`src/hdl/assert_macros.svh`:
```
// Assertion helpers shared by adfs_out_buf and apogee_detect_flight_sequencer.
`ifndef ASSERT_MACROS_SVH
`define ASSERT_MACROS_SVH

// Same-cycle implication, disabled during reset.
`define ASSERT_IMPLIES(label, clk, rst, ante, cons, msg) \
   label: assert property (@(posedge clk) disable iff (rst) (ante) |-> (cons)) \
      else $error(msg);

// Next-cycle implication, disabled during reset.
`define ASSERT_NEXT(label, clk, rst, ante, cons, msg) \
   label: assert property (@(posedge clk) disable iff (rst) (ante) |=> (cons)) \
      else $error(msg);

`endif

```
`src/hdl/adfs_pkg.sv`:
```
package adfs_pkg;

   // Window depth (2 .. 16)
   localparam int Window = 5;

   // Field widths
   localparam int AltW    = 21;
   localparam int HeightW = 20;
   localparam int MinW    = 4;
   localparam int CountW  = 4;
   localparam int PhaseW  = 3;
   localparam int FillW   = $clog2(Window + 1);
   localparam int CsrIdxW = 1;

   typedef logic signed [AltW-1:0] alt_type;
   typedef logic [CountW-1:0]      count_type;
   typedef logic [FillW-1:0]       fill_type;

   // Altitude clamp limits, decimeters
   localparam alt_type AltMin = alt_type'(-100000);
   localparam alt_type AltMax = alt_type'(1000000);

   // Register reset values
   localparam logic [HeightW-1:0] HeightReset = HeightW'(650);
   localparam logic [MinW-1:0]    MinReset    = MinW'(3);

   typedef enum logic [PhaseW-1:0] {
      PH_PRE       = 3'd0,
      PH_ASCENT    = 3'd1,
      PH_CHECK     = 3'd2,
      PH_DESCENT   = 3'd3,
      PH_TOUCHDOWN = 3'd4
   } phase_type;

   typedef enum logic [CsrIdxW-1:0] {
      CSR_IGN_HEIGHT   = 1'b0,
      CSR_MIN_DESCENTS = 1'b1
   } csr_idx_type;

   // One result transfer
   typedef struct packed {
      logic [PhaseW-1:0] phase;
      logic              apogee_detected;
      logic              second_ignition;
      count_type         descending_count;
   } rsp_type;

endpackage

```
`src/hdl/adfs_cell.sv`:
```
module adfs_cell (
   input  logic              clock,
   input  logic              shift_en,
   input  adfs_pkg::alt_type d_in,
   output adfs_pkg::alt_type q,
   output logic              drop
);

   adfs_pkg::alt_type q_ff;

   // Sample storage, loaded from the newer neighbor
   always_ff @(posedge clock) begin
      if (shift_en) begin
         q_ff <= d_in;
      end
   end

   assign q = q_ff;

   // After the shift, d_in sits here and q_ff one place older: a drop if newer is lower
   assign drop = (d_in < q_ff);

endmodule

```
`src/hdl/adfs_window.sv`:
```
module adfs_window (
   input  logic                clock,
   input  logic                shift_en,
   input  adfs_pkg::alt_type   alt_in,
   output adfs_pkg::count_type count
);

   // Cell k holds window entry k; the oldest entry is compared on the tick it leaves
   adfs_pkg::alt_type tap  [1:adfs_pkg::Window-1];
   adfs_pkg::alt_type feed [1:adfs_pkg::Window-1];
   logic [adfs_pkg::Window-1:1] drop;

   // Newest sample enters at the tail, each cell takes from its right neighbor
   assign feed[adfs_pkg::Window-1] = alt_in;

   for (genvar k = 1; k < adfs_pkg::Window - 1; k++) begin : g_feed
      assign feed[k] = tap[k+1];
   end

   for (genvar k = 1; k < adfs_pkg::Window; k++) begin : g_cell
      adfs_cell u_cell (
         .clock    (clock),
         .shift_en (shift_en),
         .d_in     (feed[k]),
         .q        (tap[k]),
         .drop     (drop[k])
      );
   end

   // Population count of the drop flags
   always_comb begin
      count = '0;
      for (int k = 1; k < adfs_pkg::Window; k++) begin
         count = count + adfs_pkg::count_type'(drop[k]);
      end
   end

endmodule

```
`src/hdl/adfs_out_buf.sv`:
```
`include "assert_macros.svh"

module adfs_out_buf (
   input  logic              clock,
   input  logic              reset,
   input  logic              in_valid,
   output logic              in_stall,
   input  adfs_pkg::rsp_type in_data,
   output logic              out_valid,
   input  logic              out_stall,
   output adfs_pkg::rsp_type out_data
);

   logic              rsp_valid_ff, rsp_valid_in;
   logic              skid_valid_ff, skid_valid_in;
   adfs_pkg::rsp_type rsp_ff, rsp_in;
   adfs_pkg::rsp_type skid_ff, skid_in;
   logic              in_xfer;

   assign in_stall = skid_valid_ff;
   assign in_xfer  = in_valid && !skid_valid_ff;

   // Main register drains to the port, skid catches a transfer while it is stalled
   always_comb begin
      rsp_valid_in  = rsp_valid_ff;
      skid_valid_in = skid_valid_ff;
      rsp_in        = rsp_ff;
      skid_in       = skid_ff;
      if (!rsp_valid_ff || !out_stall) begin
         if (skid_valid_ff) begin
            rsp_in        = skid_ff;
            rsp_valid_in  = 1'b1;
            skid_valid_in = 1'b0;
         end else if (in_xfer) begin
            rsp_in       = in_data;
            rsp_valid_in = 1'b1;
         end else begin
            rsp_valid_in = 1'b0;
         end
      end else if (in_xfer) begin
         skid_in       = in_data;
         skid_valid_in = 1'b1;
      end
   end

   always_ff @(posedge clock) begin
      if (reset) begin
         rsp_valid_ff  <= 1'b0;
         skid_valid_ff <= 1'b0;
      end else begin
         rsp_valid_ff  <= rsp_valid_in;
         skid_valid_ff <= skid_valid_in;
      end
   end

   always_ff @(posedge clock) begin
      rsp_ff  <= rsp_in;
      skid_ff <= skid_in;
   end

   assign out_valid = rsp_valid_ff;
   assign out_data  = rsp_ff;

   // Skid only fills behind an occupied main register
   `ASSERT_IMPLIES(a_skid_behind_main, clock, reset, skid_valid_ff, rsp_valid_ff, "skid full with main empty")

endmodule

```
`src/hdl/apogee_detect_flight_sequencer.sv`:
```
// Each result is registered in the output buffer: in its main register, or in its skid register under output stall.
// Throughput: one item per cycle while the input is not stalled; the window compare and drop count are combinational.
// A two-entry output buffer takes one more input transfer once the output stalls, then stalls the input.
// Synchronous reset: phase to pre-ignition, fill count to zero, registers to 650 and 3.
// Window samples are not cleared; they are read only once the window has filled.
`include "assert_macros.svh"

module apogee_detect_flight_sequencer (
   input  logic                                clock,
   input  logic                                reset,
   input  logic                                req_valid,
   output logic                                req_stall,
   input  logic                                req_ignitable,
   input  adfs_pkg::alt_type                   req_altitude,
   output logic                                rsp_valid,
   input  logic                                rsp_stall,
   output logic [adfs_pkg::PhaseW-1:0]         rsp_phase,
   output logic                                rsp_apogee_detected,
   output logic                                rsp_second_ignition,
   output logic [adfs_pkg::CountW-1:0]         rsp_descending_count,
   input  logic                                csr_wen,
   input  logic [adfs_pkg::CsrIdxW-1:0]        csr_index,
   input  logic [adfs_pkg::HeightW-1:0]        csr_wdata
);

   adfs_pkg::phase_type          phase_ff, phase_in;
   adfs_pkg::fill_type           fill_ff, fill_in;
   logic [adfs_pkg::HeightW-1:0] height_ff;
   logic [adfs_pkg::MinW-1:0]    min_ff;

   adfs_pkg::alt_type   alt_sat;
   adfs_pkg::count_type win_count;
   adfs_pkg::rsp_type   result;
   logic                req_xfer;
   logic                shift_en;
   logic                full_now;

   assign req_xfer = req_valid && !req_stall;

   // Clamp altitude to its legal range
   always_comb begin
      priority if (req_altitude < adfs_pkg::AltMin) begin
         alt_sat = adfs_pkg::AltMin;
      end else if (req_altitude > adfs_pkg::AltMax) begin
         alt_sat = adfs_pkg::AltMax;
      end else begin
         alt_sat = req_altitude;
      end
   end

   // Configuration registers
   always_ff @(posedge clock) begin
      if (reset) begin
         height_ff <= adfs_pkg::HeightReset;
         min_ff    <= adfs_pkg::MinReset;
      end else if (csr_wen) begin
         unique case (adfs_pkg::csr_idx_type'(csr_index))
            adfs_pkg::CSR_IGN_HEIGHT:   height_ff <= csr_wdata;
            adfs_pkg::CSR_MIN_DESCENTS: min_ff    <= csr_wdata[adfs_pkg::MinW-1:0];
         endcase
      end
   end

   // Sample window, shifted on every ascent transfer
   assign shift_en = req_xfer && (phase_ff == adfs_pkg::PH_ASCENT);
   assign full_now = (fill_ff >= adfs_pkg::fill_type'(adfs_pkg::Window - 1));

   adfs_window u_window (
      .clock    (clock),
      .shift_en (shift_en),
      .alt_in   (alt_sat),
      .count    (win_count)
   );

   // Phase sequencing and result fields
   always_comb begin
      phase_in = phase_ff;
      fill_in  = fill_ff;
      result   = '0;
      unique case (phase_ff)
         adfs_pkg::PH_PRE: begin
            if (req_ignitable) begin
               phase_in = adfs_pkg::PH_ASCENT;
            end
         end
         adfs_pkg::PH_ASCENT: begin
            if (fill_ff < adfs_pkg::fill_type'(adfs_pkg::Window)) begin
               fill_in = fill_ff + adfs_pkg::fill_type'(1);
            end
            if (full_now) begin
               result.descending_count = win_count;
               if (win_count >= adfs_pkg::count_type'(min_ff)) begin
                  result.apogee_detected = 1'b1;
                  phase_in = adfs_pkg::PH_CHECK;
               end
            end
         end
         adfs_pkg::PH_CHECK: begin
            result.second_ignition = (alt_sat <= adfs_pkg::alt_type'({1'b0, height_ff}));
            phase_in = adfs_pkg::PH_DESCENT;
         end
         adfs_pkg::PH_DESCENT: begin
            phase_in = adfs_pkg::PH_TOUCHDOWN;
         end
         adfs_pkg::PH_TOUCHDOWN: begin
            phase_in = phase_ff;
         end
         default: begin
            phase_in = phase_ff;
         end
      endcase
      result.phase = phase_in;
   end

   always_ff @(posedge clock) begin
      if (reset) begin
         phase_ff <= adfs_pkg::PH_PRE;
         fill_ff  <= '0;
      end else if (req_xfer) begin
         phase_ff <= phase_in;
         fill_ff  <= fill_in;
      end
   end

   // Result buffer
   adfs_pkg::rsp_type rsp_data;

   adfs_out_buf u_out_buf (
      .clock     (clock),
      .reset     (reset),
      .in_valid  (req_valid),
      .in_stall  (req_stall),
      .in_data   (result),
      .out_valid (rsp_valid),
      .out_stall (rsp_stall),
      .out_data  (rsp_data)
   );

   assign rsp_phase            = rsp_data.phase;
   assign rsp_apogee_detected  = rsp_data.apogee_detected;
   assign rsp_second_ignition  = rsp_data.second_ignition;
   assign rsp_descending_count = rsp_data.descending_count;

   `ASSERT_IMPLIES(a_fill_bound, clock, reset, 1'b1, fill_ff <= adfs_pkg::fill_type'(adfs_pkg::Window), "fill count past window depth")
   `ASSERT_NEXT(a_touchdown_holds, clock, reset, phase_ff == adfs_pkg::PH_TOUCHDOWN, phase_ff == adfs_pkg::PH_TOUCHDOWN, "left touchdown")
   `ASSERT_NEXT(a_check_after_full, clock, reset, phase_ff != adfs_pkg::PH_CHECK, phase_ff != adfs_pkg::PH_CHECK || $past(full_now), "apogee before window full")

endmodule

```
`config.mk`:
```
export PLATFORM = sky130hd
export DESIGN_NAME = apogee_detect_flight_sequencer
export DESIGN_NICKNAME = d
export VERILOG_FILES = /design/src/hdl/adfs_pkg.sv /design/src/hdl/adfs_cell.sv /design/src/hdl/adfs_window.sv /design/src/hdl/adfs_out_buf.sv /design/src/hdl/apogee_detect_flight_sequencer.sv
export VERILOG_INCLUDE_DIRS = /design/src /design/src/hdl
export SDC_FILE = /design/constraint.sdc
export NUM_CORES = 1
export LEC_CHECK = 0
export BUFFER_PORTS_ARGS = -buffer_cell sky130_fd_sc_hd__buf_2
export CORE_ASPECT_RATIO = 0.7
export CORE_MARGIN = 2
export CORE_UTILIZATION = 35
export CTS_CLUSTER_SIZE = 10
export DETAILED_ROUTE_END_ITERATION = 8
export GPL_TIMING_DRIVEN = 1
export PLACE_DENSITY = 0.53
export SYNTH_ARGS = -nofsm -noshare
export SYNTH_HDL_FRONTEND = slang
export SYNTH_HIERARCHICAL = 1
export SYNTH_SLANG_ARGS = --single-unit
export TNS_END_PERCENT = 20
```
`constraint.sdc`:
```
create_clock -name clock -period 6.76 [get_ports clock]
set_clock_uncertainty 0.2 [all_clocks]
set_input_delay 1.352 -clock clock [delete_from_list [all_inputs] [get_ports clock]]
set_output_delay 1.352 -clock clock [all_outputs]
set_load 0.005 [all_outputs]
```
# Word-level counts from Yosys, hierarchy flattened
# Index checks and enable logic that the tools add are counted.
word_totals:
  register_bits: 134
  wordCells: 67
classes:
  reduce_logical: 14
  n_bitwise: 2
  addsub: 4
  n_eq_ne: 3
  mux: 16
  magnitude_cmp: 10
ops:
  columns: ["cell", "count"]
  rows:
  - ["$lt A21 B21 Y1", 4]
  - ["$mux W21", 2]
  - ["$gt A21 B21 Y1 const B", 1]
  - ["$le A21 B21 Y1", 1]
  - ["$lt A21 B18 Y1 const B", 1]
  - ["$mux W9", 2]
  - ["$pmux W3 S4", 1]
  - ["$mux W3", 3]
  - ["$add A4 B1 Y4", 2]
  - ["$mux W4", 2]
  - ["$reduce_and A2 Y1", 4]
  - ["$eq A3 B2 Y1 const B", 2]
  - ["$mux W1", 6]
  - ["$ge A4 B4 Y1", 1]
  - ["$add A3 B1 Y3 const B", 1]
  - ["$eq A3 B1 Y1 const B", 1]
  - ["$ge A3 B3 Y1 const B", 1]
  - ["$logic_not A1 Y1", 3]
  - ["$logic_not A3 Y1", 1]
  - ["$lt A3 B3 Y1 const B", 1]
  - ["$reduce_and A3 Y1", 1]
  - ["$add A1 B1 Y2", 1]
  - ["$logic_and A1 B1 Y1", 2]
  - ["$not A1 Y1", 2]
  - ["3 further kinds", 3]

# Logic depth before layout (Yosys ltp)
depth:
  depth_word: 11
  ltp_mapped: 21
  depth_no_buf: 20

# Cells and area by module
# Netlist, hierarchy kept.
modules_own_cells:
  columns: ["module", "seq_area_each_um2", "area_each_um2", "cells_per_inst", "n_inst"]
  rows:
  - ["adfs_cell", 630.6, 1148.6, 96, 4]
  - ["apogee_detect_flight_sequencer", 600.6, 2153.3, 289, 1]
  - ["adfs_out_buf", 580.6, 760.7, 36, 1]
  - ["adfs_window", 0.0, 56.3, 5, 1]

# Worst setup path before layout
# OpenSTA, ideal clock, no wires.
synth_path:
  path_kind: "in2reg"
  startpoint: "input port req_altitude[1]"
  endpoint: "register u_out_buf.rsp_ff, in the netlist u_out_buf/out_data[7], data pin"
  slack_ns: 0.657
  required_ns: 6.300
  setup_time_ns: 0.260
  t_arrival_ns: 5.643
  stages: 20
  n_path_buf: 1
  cell_sequence: "nor4_2 > a41oi_1 > o31a_1 > o21a_1 > buf_6 > or3_1 > ha_1 > nand3_1 > or4_1 > o21ai_1 > mux2i_1 > fa_1 > inv_1 > ha_1 > nand2b_1 > a21o_1 > a21o_1 > a21oi_1 > o21ai_0 > mux2_4"
synth_between:
  elab_chain_len: 11
synth_rtl:
  columns: ["item", "line_no", "rtl"]
  rows:
  - ["start, declared", "apogee_detect_flight_sequencer.sv:14", "input adfs_pkg::alt_type req_altitude,"]
  - ["$gt A21 B21 Y1", "apogee_detect_flight_sequencer.sv:44", "end else if (req_altitude > adfs_pkg::AltMax) begin"]
  - ["$mux W21", "apogee_detect_flight_sequencer.sv:44", null]
  - ["$mux W21 (*)", "apogee_detect_flight_sequencer.sv:42", "priority if (req_altitude < adfs_pkg::AltMin) begin"]
  - ["via alt_sat[14]", "apogee_detect_flight_sequencer.sv:31", "adfs_pkg::alt_type alt_sat;"]
  - ["$lt A21 B21 Y1 (*)", "adfs_cell.sv:21", "assign drop = (d_in < q_ff);"]
  - ["via u_window.drop, one bit", "adfs_window.sv:11", "logic [adfs_pkg::Window-1:1] drop;"]
  - ["$add A4 B1 Y4 (*)", "adfs_window.sv:34", "count = count + adfs_pkg::count_type'(drop[k]);"]
  - ["via win_count[0]", "apogee_detect_flight_sequencer.sv:32", "adfs_pkg::count_type win_count;"]
  - ["$ge A4 B4 Y1 (*)", "apogee_detect_flight_sequencer.sv:92", "if (win_count >= adfs_pkg::count_type'(min_ff)) begin"]
  - ["$mux W3 (*)", "apogee_detect_flight_sequencer.sv:92", null]
  - ["$mux W3 (*)", "apogee_detect_flight_sequencer.sv:90", "if (full_now) begin"]
  - ["$pmux W3 S4 (*)", "apogee_detect_flight_sequencer.sv:80", "unique case (phase_ff)"]
  - ["via phase_in[1]", "apogee_detect_flight_sequencer.sv:26", "adfs_pkg::phase_type phase_ff, phase_in;"]
  - ["$mux W9 (*)", "adfs_out_buf.sv:34", "end else if (in_xfer) begin"]
  - ["$mux W9 (*)", "adfs_out_buf.sv:30", "if (skid_valid_ff) begin"]
  - ["end signal, assigned", "adfs_out_buf.sv:57", "rsp_ff <= rsp_in;"]
  - ["end, declared", "adfs_out_buf.sv:16", "adfs_pkg::rsp_type rsp_ff, rsp_in;"]
# The timed path passes the listed nets; every way through them passes the cells marked *. The select of a mux whose other input is x is not followed.
# A chain may end at the register's enable or synchronous reset.

# Worst setup path in the final report
# Ends and elaborated chain as after synthesis.

==> Implementation_results.wiki <==
{| class="wikitable"
! Metric !! Value
|-
| Post-Syn Nets || 871
|-
| Final Slew Violations || 0
|-
| Most common cell in the netlist || inv_1
|-
| TritonCTS clock tree || yes
|-
| Area of the core || 21,000 um^2
|-
| Maximum number of pins on one net before global-route repair || 71
|-
| Worst max-slew margin expressed relative to the limit || 35.6%
|-
| Number of DRC violations after detailed-routing iteration 0 || 309
|-
| Worst Path Max Fanout || 3
|-
| CTS Root Buffer Type || clkbuf_16
|-
| Ratio of routed vias to standard cells || 4.73
|-
| Placed Instance Area || 8210 um^2
|-
| Number of distinct library cell variants in the gate-level netlist after synthesis || 54
|-
| Static Leakage || 3.82 nW
|-
| Fraction of the yosys area taken by sequential cells || 49.0%
|-
| Number of optimization iterations in the first detailed-route pass || 4
|-
| Minimum setup slack after placement || 60.6 ps
|-
| Final Hold Violating Endpoints || 0
|-
| Clk pin slew, worst setup/hold paths || 60 ps
|-
| Gp weighted congestion || 0.831
|-
| Net count reported at finish || 943
|-
| Tcrit/Tclk final || 93.4%
|-
| Critical path class || input port to flip-flop
|-
| Hold WC Path Type || flip-flop to flip-flop
|-
| Antenna fix cells || 0
|-
| Global route overflow || 0
|-
| Number of routed nets with antenna violations || 0
|-
| Setup crit end kind || flip-flop
|-
| Resize count post-CTS || 0
|-
| Initial core utilization || 36.1%
|-
| Post-layout minimum cycle time || 6320 ps
|-
| Deepest clock path buffer count || 2
|-
| Status || finished, final reports clean
|-
| First-pass GRT wire length || 25.4 mm
|-
| Drt drc || 0
|-
| Post-detailed-routing wire length || 15.6 mm
|-
| Half-perimeter wire length after placement || 11.7 mm
|-
| Via count of the first global-routing pass || 4,765
|-
| Unrepaired setup endpoints after global routing || false
|-
| CTS H-tree depth || 4
|-
| Syn Inst Count || 714
|-
| Number of failing setup endpoints in the final timing report || 0
|-
| Count of max-cap constraint violations || 0
|-
| CTS Hold Buffers Added || 0
|-
| Aggregate global-route resource usage || 14.3%
|-
| CTS buffer count || 17
|-
| Number of port buffers || 58
|-
| Cell area after layout || 8760 um^2
|-
| Vias after detailed routing || 5,078
|-
| Number of warnings printed during yosys synthesis || 6
|-
| Clock latency on the worst-skew pair || 420 ps
|-
| Power density over the cells || 228 nW/um^2
|-
| Boundary pin count || 59
|-
| Top post-synthesis cells by count || 121 x inv_1, 108 x ha_1, 102 x edfxtp_1
|-
| Final Hold Slack || 254 ps
|-
| Required time of the critical path || 6730 ps
|-
| Setup total negative slack || 0 ps
|-
| Clock sink count || 134
|-
| Data arrival time of the worst path || 6280 ps
|-
| Fraction of layout cells with a size suffix above 1 || 14.0%
|-
| Die Outline Area || 22,800 um^2
|-
| Area growth from synthesis to layout || 15.8%
|-
| Antenna violations before repair || 0
|-
| Cell type with the highest aggregate area in the netlist || edfxtp_1
|-
| Flops & latches, synth || 134
|-
| Kind of start point of the critical path || input port
|-
| Die span in x || 180 um
|-
| Worst path setup slack after routing || 444 ps
|-
| Synth Cell Area || 7560 um^2
|-
| Number of rows in the core area || 44
|-
| Overall die height || 127 um
|-
| VDD IR-drop max || 0.000123 V
|-
| Post-synth top flop || edfxtp_1
|-
| Fraction of synthesis flops using an asynchronous set or reset pin || 0%
|-
| # fillers || 2,021
|-
| Portion of synthesized cell area occupied by the leading cell type || 40.5%
|-
| Mean Syn Cell Area || 10.6 um^2
|-
| Routed wirelength normalized by instance count || 14.5 um
|-
| Setup repair bufs after CTS || 0
|-
| Peak Freq || 158 MHz
|-
| Number of flops mapped to enable cells by yosys || 102
|-
| Synth area leaders || edfxtp_1 40%, ha_1 18%, dfxtp_1 8.5%
|-
| Transition time of the tightest slew-check pin || 967 ps
|}
==> cells in the final DEF, fill, tap and decap left out, types with 4 or more instances in the layout <==
cell	n
o21ai_0	21
mux2i_1	5
nor4_1	5
nor3_1	8
clkinv_2	4
o21ai_1	8
and2_1	4
nor2_1	35
nand3_1	12
nand2_1	61
a211o_1	6
nand4_1	15
or4_1	4
a311oi_1	5
nor3b_1	7
a21oi_1	47
clkbuf_16	17
mux2_4	8
a211oi_1	13
edfxtp_1	102
dfxtp_1	32
a21o_1	13
nor2b_1	10
inv_1	121
buf_4	11
o21bai_1	5
buf_2	58
or3_1	4
and3_1	4
ha_1	108
==> logic make-up (layout without fill, tap and decap cells) <==
logic type	Yosys count	after routing	share of synthesized area, %
XOR/XNOR	2	2	0.232
adder cells (fa/ha/maj)	109	109	18.1
other	1	1	0.0496
AND/OR/NAND/NOR	188	188	12.7
AO/OA/AOI/OAI	129	129	10.5
multiplexers	14	14	2.40
buffers and inverters	137	221	7.05
flip-flops	134	134	49.0
==> cell type report <==
class	instances	area [um^2]	share of cell area, %
Multi-Input combinational cell	443	3340	38.1
Timing Repair Buffer	69	373	4.26
Clock inverter	11	110	1.26
Sequential cell	134	3700	42.3
Tap cell	276	345	3.94
Clock buffer	20	437	4.99
Inverter	121	454	5.19
==> state kept, by name, summed over array words and instances, names as in the netlist <==
signal                    flops
u_window/g_cell.u_cell/q     84
height_ff                    20
u_out_buf/out_data            9
u_out_buf/skid_ff             9
min_ff                        4
fill_ff                       3
phase_ff                      3
u_out_buf/in_stall            1
u_out_buf/out_valid           1
==> worst max-delay path, stage by stage <==
cell and delay, ps:
buf_2 110, nor4_2 420, a41oi_1 170, o31a_1 260, o21a_1 190, or3_1 410
ha_1 330, a211oi_1 230, nor2_1 80, a311oi_1 300, buf_4 180, o21ai_1 80
mux2i_1 160, fa_1 390, ha_1 300, ha_1 280, a21o_1 170, a21o_1 170
a21oi_1 230, o21ai_0 170, mux2_4 280
==> path summary, 6_finish.rpt <==
kind              depth (start not counted)                           start  slack, ps                    end
setup / recovery                         21                 req_altitude[1]        440  u_out_buf/out_data[7]
hold / removal                            2                    height_ff[6]        250           height_ff[6]
setup reg to reg                         16  u_window/g_cell[2].u_cell/q[6]       1870  u_out_buf/out_data[7]
hold reg to reg                           2                    height_ff[6]        250           height_ff[6]
==> metal layers <==
layer  vias up  routed length (um)  GRT usage [%]
li1       2675                   -              -
met1      2317                8670           21.6
met2        74                6240           20.2
met3        12                 517           3.53
met4         0                 147           3.87
met5         -                   0              0
==> metrics by stage <==
stage | power (mW) | util [%] | cells
2_1_floorplan | 1.07 | - | 714
3_3_place_gp | 1.14 | 39.1 | 1043
3_5_place_dp | 1.14 | 39.1 | 1043
4_1_cts | 2.02 | 41.8 | 1074
5_1_grt | 2.09 | 41.8 | 1074
6_report | 2.00 | 41.8 | 1074
==> where the power goes <==
part	internal, mW	switching [mW]	total [mW]
logic	0.0821	0.113	0.195
registers	0.914	0.0166	0.931
clock network	0.534	0.339	0.874
Power figures use the tool's default switching activity.
